[src/hw/rtl/clint_pkg.sv]
// Shared types and constants for the core-local timer and interrupt block.
// No dependencies; every other file depends on this package.
`default_nettype none

package clint_pkg;

    localparam int CMD_W   = 2;
    localparam int ADDR_W  = 16;
    localparam int DATA_W  = 64;
    localparam int IRQ_W   = 4;

    localparam logic [CMD_W-1:0] CMD_TICK  = 2'd0;
    localparam logic [CMD_W-1:0] CMD_READ  = 2'd1;
    localparam logic [CMD_W-1:0] CMD_WRITE = 2'd2;

    localparam logic [ADDR_W-1:0] CMP_BASE  = 16'h4000;
    localparam logic [ADDR_W-1:0] TIME_ADDR = 16'hbff8;

    // compare slot index base: CMP_BASE in units of 8 bytes
    localparam logic [ADDR_W-4:0] CMP_SLOT_BASE = 13'h0800;

    typedef struct packed {
        logic load_req;
        logic exec;
        logic eval;
    } t_ctrl_cmd;

endpackage

`default_nettype wire

[src/hw/rtl/clint_if.sv]
// Request and response channel interfaces of the core-local timer block.
// Depends on clint_pkg for field widths.
`default_nettype none

interface clint_req_if;
    logic                          valid;
    logic                          ready;
    logic [clint_pkg::CMD_W-1:0]   command;
    logic [clint_pkg::ADDR_W-1:0]  address;
    logic [clint_pkg::DATA_W-1:0]  write_data;

    modport source (output valid, output command, output address, output write_data,
                    input ready);
    modport sink   (input valid, input command, input address, input write_data,
                    output ready);
endinterface

interface clint_rsp_if;
    logic                          valid;
    logic                          ready;
    logic [clint_pkg::DATA_W-1:0]  read_data;
    logic                          bus_error;
    logic [clint_pkg::IRQ_W-1:0]   software_irqs;
    logic [clint_pkg::IRQ_W-1:0]   timer_irqs;

    modport source (output valid, output read_data, output bus_error,
                    output software_irqs, output timer_irqs, input ready);
    modport sink   (input valid, input read_data, input bus_error,
                    input software_irqs, input timer_irqs, output ready);
endinterface

`default_nettype wire

[src/hw/rtl/clint_ctrl.sv]
// Sequencing state machine: capture, execute and evaluate one request.
// Depends on clint_pkg for the command struct; drives clint_dp.
`default_nettype none

module clint_ctrl (
    input  wire logic             i_clk,
    input  wire logic             i_rst_n,
    input  wire logic             i_in_valid,
    input  wire logic             i_out_ready,
    output logic                  o_in_ready,
    output logic                  o_out_valid,
    output clint_pkg::t_ctrl_cmd  o_cmd
);
    import clint_pkg::*;

    localparam logic [1:0] ST_IDLE = 2'd0;
    localparam logic [1:0] ST_EXEC = 2'd1;
    localparam logic [1:0] ST_EVAL = 2'd2;

    logic [1:0] r_state;
    logic [1:0] n_state;
    logic       r_out_vld;
    logic       w_accept;

    assign o_in_ready  = (r_state == ST_IDLE) && (!r_out_vld || i_out_ready);
    assign w_accept    = o_in_ready && i_in_valid;
    assign o_out_valid = r_out_vld;

    always_comb begin
        n_state = r_state;
        unique case (r_state)
            ST_IDLE: begin
                if (w_accept) n_state = ST_EXEC;
            end
            ST_EXEC: n_state = ST_EVAL;
            ST_EVAL: n_state = ST_IDLE;
            default: n_state = ST_IDLE;
        endcase
    end

    always_comb begin
        o_cmd          = '0;
        o_cmd.load_req = w_accept;
        o_cmd.exec     = (r_state == ST_EXEC);
        o_cmd.eval     = (r_state == ST_EVAL);
    end

    always_ff @(posedge i_clk) begin
        if (!i_rst_n) begin
            r_state   <= ST_IDLE;
            r_out_vld <= 1'b0;
        end else begin
            r_state <= n_state;
            if (o_cmd.eval) begin
                r_out_vld <= 1'b1;
            end else if (i_out_ready) begin
                r_out_vld <= 1'b0;
            end
        end
    end

endmodule

`default_nettype wire

[src/hw/rtl/clint_dp.sv]
// Datapath: request capture, time counter, msip bits, compare store and
// response register. Depends on clint_pkg; sequenced by clint_ctrl.
`default_nettype none

module clint_dp #(
    parameter int HART_COUNT = 4
) (
    input  wire logic                         i_clk,
    input  wire logic                         i_rst_n,
    input  wire clint_pkg::t_ctrl_cmd         i_cmd,
    input  wire logic [clint_pkg::CMD_W-1:0]  i_command,
    input  wire logic [clint_pkg::ADDR_W-1:0] i_address,
    input  wire logic [clint_pkg::DATA_W-1:0] i_write_data,
    output logic [clint_pkg::DATA_W-1:0]      o_read_data,
    output logic                              o_bus_error,
    output logic [clint_pkg::IRQ_W-1:0]       o_software_irqs,
    output logic [clint_pkg::IRQ_W-1:0]       o_timer_irqs
);
    import clint_pkg::*;

    localparam int HW    = (HART_COUNT > 1) ? $clog2(HART_COUNT) : 1;
    localparam int LANES = (HART_COUNT < IRQ_W) ? HART_COUNT : IRQ_W;

    logic [CMD_W-1:0]  r_command;
    logic [ADDR_W-1:0] r_address;
    logic [DATA_W-1:0] r_wdata;

    logic [DATA_W-1:0] r_time;
    logic              r_msip [HART_COUNT];
    logic              r_cmp_vld [HART_COUNT];
    logic [DATA_W-1:0] r_cmp_mem [HART_COUNT];
    logic [DATA_W-1:0] r_cmp_q;
    logic [DATA_W-1:0] r_cmp_lane [LANES];

    logic [DATA_W-1:0] r_rdata_p;
    logic              r_rd_cmp;
    logic              r_rd_vld;
    logic              r_err;

    logic [DATA_W-1:0] r_out_rdata;
    logic              r_out_err;
    logic [IRQ_W-1:0]  r_out_sw;
    logic [IRQ_W-1:0]  r_out_tm;
    logic [IRQ_W-1:0]  n_out_sw;
    logic [IRQ_W-1:0]  n_out_tm;

    logic              w_acc;
    logic              w_wr;
    logic              w_msip_reg;
    logic              w_cmp_reg;
    logic              w_time_reg;
    logic [ADDR_W-5:0] w_hart_m;
    logic [ADDR_W-4:0] w_hart_c;
    logic              w_msip_ok;
    logic              w_cmp_ok;
    logic              w_err;
    logic [HW-1:0]     w_idx_m;
    logic [HW-1:0]     w_idx_c;

    assign w_acc      = (r_command == CMD_READ) || (r_command == CMD_WRITE);
    assign w_wr       = (r_command == CMD_WRITE);
    assign w_msip_reg = (r_address < CMP_BASE);
    assign w_cmp_reg  = !w_msip_reg && (r_address < TIME_ADDR);
    assign w_time_reg = (r_address == TIME_ADDR);
    assign w_hart_m   = r_address[ADDR_W-3:2];
    assign w_hart_c   = r_address[ADDR_W-1:3] - CMP_SLOT_BASE;
    assign w_idx_m    = w_hart_m[HW-1:0];
    assign w_idx_c    = w_hart_c[HW-1:0];

    assign w_msip_ok = w_acc && w_msip_reg && (r_address[1:0] == 2'b00)
                       && (w_hart_m < (ADDR_W-4)'(HART_COUNT));
    assign w_cmp_ok  = w_acc && w_cmp_reg && (r_address[2:0] == 3'b000)
                       && (w_hart_c < (ADDR_W-3)'(HART_COUNT));
    assign w_err     = w_acc && ((w_msip_reg && (r_address[1:0] != 2'b00))
                       || (w_cmp_reg && (r_address[2:0] != 3'b000))
                       || (w_time_reg && w_wr)
                       || (!w_msip_reg && !w_cmp_reg && !w_time_reg));

    // hold the captured request
    always_ff @(posedge i_clk) begin
        if (i_cmd.load_req) begin
            r_command <= i_command;
            r_address <= i_address;
            r_wdata   <= i_write_data;
        end
    end

    always_ff @(posedge i_clk) begin
        if (!i_rst_n) begin
            r_time <= '0;
            for (int h = 0; h < HART_COUNT; h++) begin
                r_msip[h]    <= 1'b0;
                r_cmp_vld[h] <= 1'b0;
            end
        end else if (i_cmd.exec) begin
            if (r_command == CMD_TICK) begin
                r_time <= r_time + DATA_W'(1);
            end
            if (w_msip_ok && w_wr) begin
                r_msip[w_idx_m] <= r_wdata[0];
            end
            if (w_cmp_ok && w_wr) begin
                r_cmp_vld[w_idx_c] <= 1'b1;
            end
        end
    end

    always_ff @(posedge i_clk) begin
        if (!i_rst_n) begin
            for (int h = 0; h < LANES; h++) begin
                r_cmp_lane[h] <= '0;
            end
        end else if (i_cmd.exec && w_cmp_ok && w_wr) begin
            for (int h = 0; h < LANES; h++) begin
                if (w_hart_c == (ADDR_W-3)'(h)) begin
                    r_cmp_lane[h] <= r_wdata;
                end
            end
        end
    end

    always_ff @(posedge i_clk) begin
        if (i_cmd.exec) begin
            if (w_cmp_ok && w_wr) begin
                r_cmp_mem[w_idx_c] <= r_wdata;
            end
            r_cmp_q <= r_cmp_mem[w_idx_c];
        end
    end

    always_ff @(posedge i_clk) begin
        if (i_cmd.exec) begin
            r_err    <= w_err;
            r_rd_cmp <= w_cmp_ok && !w_wr;
            r_rd_vld <= r_cmp_vld[w_idx_c];
            if (w_msip_ok && !w_wr) begin
                r_rdata_p <= {{(DATA_W-1){1'b0}}, r_msip[w_idx_m]};
            end else if (w_acc && w_time_reg && !w_wr) begin
                r_rdata_p <= r_time;
            end else begin
                r_rdata_p <= '0;
            end
        end
    end

    always_comb begin
        n_out_sw = '0;
        n_out_tm = '0;
        for (int h = 0; h < LANES; h++) begin
            n_out_sw[h] = r_msip[h];
            n_out_tm[h] = (r_time >= r_cmp_lane[h]);
        end
    end

    always_ff @(posedge i_clk) begin
        if (i_cmd.eval) begin
            r_out_rdata <= r_rd_cmp ? (r_rd_vld ? r_cmp_q : '0) : r_rdata_p;
            r_out_err   <= r_err;
            r_out_sw    <= n_out_sw;
            r_out_tm    <= n_out_tm;
        end
    end

    assign o_read_data     = r_out_rdata;
    assign o_bus_error     = r_out_err;
    assign o_software_irqs = r_out_sw;
    assign o_timer_irqs    = r_out_tm;

endmodule

`default_nettype wire

[src/hw/rtl/core_local_timer_interruptor.sv]
// Top level of the core-local timer and software interrupt block.
// Depends on clint_pkg, clint_if, clint_ctrl and clint_dp.
//
//   port     dir  handshake      content
//   i_req    in   valid/ready    command, address, write_data
//   o_rsp    out  valid/ready    read_data, bus_error, software_irqs, timer_irqs
//
// Each request passes through capture, execute (counter step, register
// write, compare store read port) and evaluate (per-hart time >= compare).
// The response stays registered until taken; the next request is accepted
// in the same cycle as the response is taken.
// Reset clears time, msip bits and compare values; no clearing pass.
`default_nettype none

module core_local_timer_interruptor #(
    parameter int HART_COUNT = 4
) (
    input  wire logic    i_clk,
    input  wire logic    i_rst_n,
    clint_req_if.sink    i_req,
    clint_rsp_if.source  o_rsp
);
    import clint_pkg::*;

    t_ctrl_cmd w_cmd;

    clint_ctrl u_ctrl (
        .i_clk       (i_clk),
        .i_rst_n     (i_rst_n),
        .i_in_valid  (i_req.valid),
        .i_out_ready (o_rsp.ready),
        .o_in_ready  (i_req.ready),
        .o_out_valid (o_rsp.valid),
        .o_cmd       (w_cmd)
    );

    clint_dp #(
        .HART_COUNT (HART_COUNT)
    ) u_dp (
        .i_clk           (i_clk),
        .i_rst_n         (i_rst_n),
        .i_cmd           (w_cmd),
        .i_command       (i_req.command),
        .i_address       (i_req.address),
        .i_write_data    (i_req.write_data),
        .o_read_data     (o_rsp.read_data),
        .o_bus_error     (o_rsp.bus_error),
        .o_software_irqs (o_rsp.software_irqs),
        .o_timer_irqs    (o_rsp.timer_irqs)
    );

    a_accept_exec: assert property (@(posedge i_clk) disable iff (!i_rst_n)
        (i_req.valid && i_req.ready) |=> w_cmd.exec)
        else $error("accepted request not executed");

    a_exec_eval: assert property (@(posedge i_clk) disable iff (!i_rst_n)
        w_cmd.exec |=> w_cmd.eval)
        else $error("execute not followed by evaluate");

    a_eval_resp: assert property (@(posedge i_clk) disable iff (!i_rst_n)
        w_cmd.eval |=> o_rsp.valid)
        else $error("evaluate did not raise response");

    a_busy_stall: assert property (@(posedge i_clk) disable iff (!i_rst_n)
        (w_cmd.exec || w_cmd.eval) |-> !i_req.ready)
        else $error("request accepted while busy");

endmodule

`default_nettype wire

[src/flat_wrapper.sv]
// flat-port wrapper written by rule: the top's interface ports become plain ports
module core_local_timer_interruptor_flat import clint_pkg::*;
#(
    parameter int HART_COUNT = 4
)
  (i_clk, i_rst_n, i_req_valid, i_req_command, i_req_address, i_req_write_data, i_req_ready, o_rsp_valid, o_rsp_read_data, o_rsp_bus_error, o_rsp_software_irqs, o_rsp_timer_irqs, o_rsp_ready);
  clint_req_if i_req_i ();
  clint_rsp_if o_rsp_i ();
  input  wire logic i_clk;
  input  wire logic i_rst_n;
  input wire logic [$bits(i_req_i.valid)-1:0] i_req_valid;
  input wire logic [$bits(i_req_i.command)-1:0] i_req_command;
  input wire logic [$bits(i_req_i.address)-1:0] i_req_address;
  input wire logic [$bits(i_req_i.write_data)-1:0] i_req_write_data;
  output wire logic [$bits(i_req_i.ready)-1:0] i_req_ready;
  output wire logic [$bits(o_rsp_i.valid)-1:0] o_rsp_valid;
  output wire logic [$bits(o_rsp_i.read_data)-1:0] o_rsp_read_data;
  output wire logic [$bits(o_rsp_i.bus_error)-1:0] o_rsp_bus_error;
  output wire logic [$bits(o_rsp_i.software_irqs)-1:0] o_rsp_software_irqs;
  output wire logic [$bits(o_rsp_i.timer_irqs)-1:0] o_rsp_timer_irqs;
  input wire logic [$bits(o_rsp_i.ready)-1:0] o_rsp_ready;
  assign i_req_i.valid = i_req_valid;
  assign i_req_i.command = i_req_command;
  assign i_req_i.address = i_req_address;
  assign i_req_i.write_data = i_req_write_data;
  assign i_req_ready = i_req_i.ready;
  assign o_rsp_valid = o_rsp_i.valid;
  assign o_rsp_read_data = o_rsp_i.read_data;
  assign o_rsp_bus_error = o_rsp_i.bus_error;
  assign o_rsp_software_irqs = o_rsp_i.software_irqs;
  assign o_rsp_timer_irqs = o_rsp_i.timer_irqs;
  assign o_rsp_i.ready = o_rsp_ready;
  core_local_timer_interruptor #(.HART_COUNT(HART_COUNT)) u_core (.i_clk(i_clk), .i_rst_n(i_rst_n), .i_req(i_req_i), .o_rsp(o_rsp_i));
endmodule
[config.mk]
export PLATFORM = sky130hd
export DESIGN_NAME = core_local_timer_interruptor_flat
export DESIGN_NICKNAME = d
export VERILOG_FILES = /design/src/hw/rtl/clint_pkg.sv /design/src/hw/rtl/clint_if.sv /design/src/hw/rtl/clint_ctrl.sv /design/src/hw/rtl/clint_dp.sv /design/src/hw/rtl/core_local_timer_interruptor.sv /design/src/flat_wrapper.sv
export SDC_FILE = /design/constraint.sdc
export NUM_CORES = 1
export LEC_CHECK = 0
export BUFFER_PORTS_ARGS = -buffer_cell sky130_fd_sc_hd__buf_2
export CAP_MARGIN = 20
export CORE_UTILIZATION = 30
export DETAILED_ROUTE_END_ITERATION = 7
export GPL_TIMING_DRIVEN = 0
export HOLD_SLACK_MARGIN = 0.12
export MAX_ROUTING_LAYER = met4
export PLACE_DENSITY = 0.45
export SLEW_MARGIN = 20
export SYNTH_ARGS = -nofsm -noshare
export SYNTH_HDL_FRONTEND = slang
export SYNTH_HIERARCHICAL = 1
export SYNTH_SLANG_ARGS = --single-unit
export TNS_END_PERCENT = 100
[constraint.sdc]
create_clock -name i_clk -period 7.9 [get_ports i_clk]
set_input_delay 0.395 -clock i_clk [delete_from_list [all_inputs] [get_ports i_clk]]
set_output_delay 0.395 -clock i_clk [all_outputs]
set_load 0.02 [all_outputs]
-- Yosys cells after proc, flatten, opt, wreduce, memory -nomap -nowiden
Memories as Yosys holds them, arrays and structs flattened. A register that Yosys moved wholly into a read port is not among the register bits.
Index checks and enable logic that the tools add are counted.
- add/subtract/negate cells: 2
- order comparisons: 8
- eq/ne operators: 9
- multiplexer cells: 45
- bitwise logic cells: 5
- reduce and logical (&&, ||, !) cells: 45
- operators with widths (cell ; number):
    64-bit 2-to-1 mux ; 6
    64-bit greater-or-equal comparator ; 4
    64-bit by 1-bit adder with 64-bit output, second input constant ; 1
    1-bit 2-to-1 mux ; 34
    13-bit by 2-bit == test with 1-bit output, second input constant ; 2
    1-bit logical AND ; 23
    16-bit == test, second input constant ; 1
    16-bit by 15-bit less-than comparator with 1-bit output, second input constant ; 1
    16-bit less-than comparator, second input constant ; 1
    13-bit by 1-bit == test with 1-bit output, second input constant ; 1
    13-bit logical NOT ; 1
    13-bit by 3-bit less-than comparator with 1-bit output, second input constant ; 1
    13-bit by 12-bit subtractor with 13-bit output, second input constant ; 1
    12-bit by 3-bit less-than comparator with 1-bit output, second input constant ; 1
    2-bit 2-to-1 mux ; 4
    2-bit logical NOT ; 3
    1-bit logical NOT ; 5
    1-bit logical OR ; 5
    2-bit by 1-bit == test with 1-bit output, second input constant ; 2
    2-bit == test, second input constant ; 2
    1-bit bitwise OR ; 4
    2-bit one-hot mux with 2 select lines ; 1
    2-bit nonzero test ; 2
    3-bit logical NOT ; 1
    other kinds (6) ; 7
- register bits: 284
- bits in writable memories: 520
- input port bits: 86
- output and inout port bits: 75
- word-level logic and storage cells: 131
- memories: 4
- memories (memory ; words ; bits a word ; read ports ; clocked after memory_dff ; write ports ; line ; RTL):
    u_core.u_dp.r_cmp_lane ; 4 ; 64 ; 4 ; 0 ; 4 ; clint_dp.sv:33 ; logic [DATA_W-1:0] r_cmp_lane [LANES];
    u_core.u_dp.r_cmp_mem ; 4 ; 64 ; 1 ; 1 ; 1 ; clint_dp.sv:31 ; logic [DATA_W-1:0] r_cmp_mem [HART_COUNT];
    u_core.u_dp.r_cmp_vld ; 4 ; 1 ; 1 ; 1 ; 4 ; clint_dp.sv:30 ; logic r_cmp_vld [HART_COUNT];
    u_core.u_dp.r_msip ; 4 ; 1 ; 5 ; 5 ; 4 ; clint_dp.sv:29 ; logic r_msip [HART_COUNT];

-- Depth between registers and ports, before layout
- word-level depth: 13
- mapped depth: 10
- gate-level depth less buffers: 9

-- Cells and area by module
The synthesis kept the hierarchy.
- modules (own cells, without submodules) (module ; instances ; cells each ; area an instance (sq um) ; seq. area each (sq um)):
    clint_dp ; 1 ; 2753 ; 38424.4 ; 25464.4
    clint_ctrl ; 1 ; 14 ; 131.4 ; 60.1

-- Worst setup path before layout
OpenSTA, ideal clock, no wires.
- path kind: reg-to-reg
- start point: reg u_core.u_ctrl.r_state[0]
- end point: mem u_core.u_dp.r_cmp_lane[0][0] (enable)
- data arrival time: 6547 ps
- data required time: 7320 ps
- path slack: 773 ps
- stages on the path, launching flop included: 5
- buffers on the path: 1
- clock period less this slack: 7127 ps
- cell sequence: dfxtp_1 nor2b_1 buf_4 nand3_1 o31ai_1
- RTL lines (item ; line ; RTL):
    from (decl) ; clint_ctrl.sv:20 ; logic [1:0] r_state;
    from (signal assigned) ; clint_ctrl.sv:53 ; r_state <= n_state;
    to (decl) ; clint_dp.sv:33 ;

-- Worst setup path in the final report
- start point: reg u_core.u_dp.r_address[4]
- end point: reg u_core.u_dp.r_rdata_p[60] (data pin)
- cells in the longest elaborated chain, start to end: 6
- RTL lines (item ; line ; RTL):
    from (decl) ; clint_dp.sv:25 ; logic [ADDR_W-1:0] r_address;
    from (signal assigned) ; clint_dp.sv:83 ; r_address <= i_address;
    16-bit by 15-bit less-than comparator with 1-bit output ; clint_dp.sv:62 ; assign w_msip_reg = (r_address < CMP_BASE);
    1-bit logical AND (2 in series) ; clint_dp.sv:70 ; assign w_msip_ok = w_acc && w_msip_reg && (r_address[1:0] == 2'b00)
    1-bit logical AND ; clint_dp.sv:71 ; && (w_hart_m < (ADDR_W-4)'(HART_COUNT));
    1-bit logical AND ; clint_dp.sv:136 ; if (w_msip_ok && !w_wr) begin
    2-bit OR reduction (no source line) * ; n/a ;
    to (signal assigned) ; clint_dp.sv:137 ; r_rdata_p <= {{(DATA_W-1){1'b0}}, r_msip[w_idx_m]};
    to (signal assigned) ; clint_dp.sv:139 ; r_rdata_p <= r_time;
    to (decl) ; clint_dp.sv:35 ; logic [DATA_W-1:0] r_rdata_p;
Mark *: on every way between the ends. The rest lies on a longest branch, timed or not.
A chain may end at the register's enable or synchronous reset.

==> key figures <==
Clock tree
  • Clock transition at path regs: 0.06 ns
  • Post-CTS Setup Repair Bufs: 0
  • Clock buffer count from CTS: a little over 100
  • CTS tree: yes
  • Htree depth: 3
  • Root Driver: clkbuf_16
  • Skew-Pair Late Insertion Delay: approximately 0.7 ns
  • Post-CTS sizing: 0
  • Clock sink total: 875
  • Cts hold-fix bufs: 87
  • CTS Buffer Depth: 3

Final layout
  • Share of layout cells above drive strength 1: 14.3%
  • Syn-to-layout area delta: 20.5%
  • Area of the multi-input gates: 11,600 sq um
  • Commonest non-fill, non-tap cell in the layout: edfxtp_1
  • Register area: approximately 26,000 sq um
  • Most frequent cells in the layout: edfxtp_1 (800), inv_1 (329), and2_1 (322)
  • Number of fill cells: 12,300
  • Finished Core Util: 36.4%
  • NumNets Final: about 3,500

Die
  • Die X: 360 um
  • I/O pin cnt: 161
  • Initial Util: 30.2%
  • Core region area: 128,000 sq um
  • Die area: 130,000 sq um
  • Rows: 131
  • Die Y: 360 um

STA
  • Max Slew Vio Count: 0
  • Final Hold Fails: 0
  • Relative slew margins: 28.2%
  • Setup Skew: roughly 0.026 ns
  • RSZ-0062 raised after global routing: false
  • Endpoints failing setup: 0
  • Worst-Margin Slew: 1.08 ns
  • Fin crit share: 54.7%
  • Setup TNS: 0 ns
  • Hold_ws: 0.394 ns
  • Min Tclk post-route: between 4 and 5 ns
  • Max Fclk: 231 MHz

Drt
  • Total routed wirelength: 95,700 um
  • Drt drc: 4
  • DRT iter0 DRCs: ~1,500
  • Pre-antenna DRT Iters: 7
  • ANT nets after route: 0
  • DR vias: 22,200
  • DR vias/cell: around 4.5
  • Post-DR wirelength/cell: 19.5 um

Critical path
  • CP Class: reg -> reg
  • CP Data Required Time: 8.45 ns
  • Reg2reg path depth: 8
  • CP Capture Type: flop
  • R2r startpoint: u_core/u_dp/r_address[4]
  • Setup crit end: u_core/u_dp/r_rdata_p[60]
  • CP max FO: 10
  • Worst EP arrival: between 4 and 5 ns
  • R2r endpoint: u_core/u_dp/r_rdata_p[60]
  • Worst setup SP type: flop
  • R2R setup slack: 3.58 ns
  • Critical path startpoint: u_core/u_dp/r_address[4]

Placed design
  • Routability cong.: 0.780
  • Input/output buffers: 160
  • Dpl hpwl: 68,100 um

Status
  • Failing checks: design-rule violations
  • Status: complete, but fails checks

Global routing
  • First-pass GRT wire length: 145,000 um
  • Number of global-route vias before repair: around 23,000
  • Largest net degree at the start of global routing: 53
  • Tot GR Track Use: 15.3%
  • Initial antenna violation count: 5
  • Total congestion overflow: 0

Run
  • Max-Cap Viols: 0

Pwr
  • Leakage power: 18.1 nW
  • PwrDens: between 200 and 250 nW/um^2
  • Overall power: 10.4 mW
  • Max VDD drop: 0.147 mV

Logic synthesis
  • Total number of yosys warnings: 6
  • Netlist Area Pre-Place: between 30,000 and 40,000 sq um
  • Yosys reg bits: 875
  • Ys flop type: edfxtp_1
  • Post-Synthesis Cells: 2,767
  • Avg Cell Area, Syn: about 14 sq um
  • Register area share after synthesis: about 66%
  • Post-synth EDFFs: 800
  • Async SR Flop Fraction: 0%
  • Syn nets: ~3,100
  • Yosys cell types: 59

Min path
  • HP Class: in -> reg
[layer usage]
| layer | share of wire [%] | routed length, um | GRT usage, % | vias up |
|---|---|---|---|---|
| li1 | - | - | - | 10800 |
| met2 | 46 | 44300 | 24.0 | 359 |
| met4 | 1.8 | 1740 | 4.24 | 0 |
| met1 | 48 | 46200 | 20.8 | 10900 |
| met3 | 3.6 | 3450 | 2.21 | 117 |
| met5 | 0 | 0 | - | - |
[kinds of logic after synthesis]
family,after synthesis,share of synthesized area [%]
buf+inv,405,4.01
flops,875,66.2
simple gates,783,11.2
compound gates,319,4.86
mux,71,3.99
xor+xnor,50,1.14
fa+ha+maj,264,8.57
[worst max-delay path, cell delays in order, from the launching register on]
cell and delay (ns):
edfxtp_1 0.32, buf_2 0.33, nand2_2 0.23, nor4_2 0.39, nand4_1 0.61, nor2_1 0.78
clkbuf_1 0.74, clkbuf_1 0.50, and2_1 0.23
[through the flow]
stage / std cells / cell area (sq um) / setup WS, ns
6_report: 4907 / 46500 / 3.58
3_5_place_dp: 4628 / 42300 / 3.33
4_1_cts: 4903 / 46400 / 3.32
5_1_grt: 4904 / 46500 / 3.30
3_3_place_gp: 4589 / 41400 / -5.07
2_1_floorplan: 2767 / 38600 / 0.773
[cell type report]
class	instances	share of cell area, %
Clock inverter	71	1.49
Tap cell	1662	4.48
Timing Repair Buffer	287	5.19
Sequential cell	875	54.9
Antenna cell	3	0.0162
Multi-Input combinational cell	1487	24.9
Inverter	330	2.67
Buffer	75	0.695
Clock buffer	117	5.62
[report_power, final]
| group | internal, mW | total (mW) | switching, mW |
|---|---|---|---|
| logic | 0.160 | 0.396 | 0.236 |
| clock network | 2.73 | 4.70 | 1.97 |
| registers | 5.18 | 5.26 | 0.0831 |
[synthesized netlist by cell type, drive strengths merged (3+ instances only)]
cell / instances / area, sq um
ha: 264 / 3300
nand2: 146 / 551
a31oi: 5 / 31.3
o211ai: 6 / 45.0
nand2b: 7 / 43.8
clkbuf: 60 / 233
dfxtp: 75 / 1500
or3: 16 / 100
a2111oi: 3 / 26.3
nor2b: 11 / 68.8
o21a: 3 / 22.5
nor4: 15 / 151
nand4: 65 / 434
mux2i: 3 / 30.0
or2: 3 / 18.8
and4: 11 / 96.3
xnor2: 15 / 131
nor2: 113 / 432
xor2: 35 / 307
a21oi: 94 / 470
edfxtp: 800 / 24000
a211oi: 10 / 75.1
nand3: 35 / 180
o21ai: 121 / 606
and3: 13 / 81.3
mux4: 66 / 1490
a21o: 59 / 443
and2: 322 / 2010
nor3: 20 / 111
inv: 330 / 1240
a221oi: 6 / 52.6
buf: 15 / 73.8
[worst min path at each step]
| stage | start | end | slack (ns) | depth (start not counted) |
|---|---|---|---|---|
| floorplan | u_core/u_dp/r_err | u_core/u_dp/o_bus_error | 0.40 | 0 |
| global placement | u_core/u_dp/r_err | u_core/u_dp/o_bus_error | 0.40 | 0 |
| detailed placement | u_core/u_dp/r_err | u_core/u_dp/o_bus_error | 0.42 | 0 |
| CTS | i_req_write_data[6] | u_core/u_dp/r_wdata[6] | 0.31 | 2 |
| global route | i_req_write_data[10] | u_core/u_dp/r_wdata[10] | 0.36 | 2 |
| finish | i_req_write_data[0] | u_core/u_dp/r_wdata[0] | 0.39 | 2 |
[sequential cells by signal, summed over array words and instances (netlist names), named ones only]
signal                       cells
u_core/u_dp/r_cmp_lane         256
u_core/u_dp/r_cmp_mem          256
u_core/u_dp/o_read_data         64
u_core/u_dp/r_cmp_q             64
u_core/u_dp/r_rdata_p           64
u_core/u_dp/r_time              64
u_core/u_dp/r_wdata             64
u_core/u_dp/r_address           16
u_core/u_dp/o_software_irqs      4
u_core/u_dp/o_timer_irqs         4
u_core/u_dp/r_cmp_vld            4
u_core/u_dp/r_msip               4
u_core/u_ctrl/r_state            2
u_core/u_dp/r_command            2
u_core/u_ctrl/o_out_valid        1
u_core/u_dp/o_bus_error          1
u_core/u_dp/r_err                1
u_core/u_dp/r_rd_cmp             1
u_core/u_dp/r_rd_vld             1
Power figures use the tool's default switching activity.
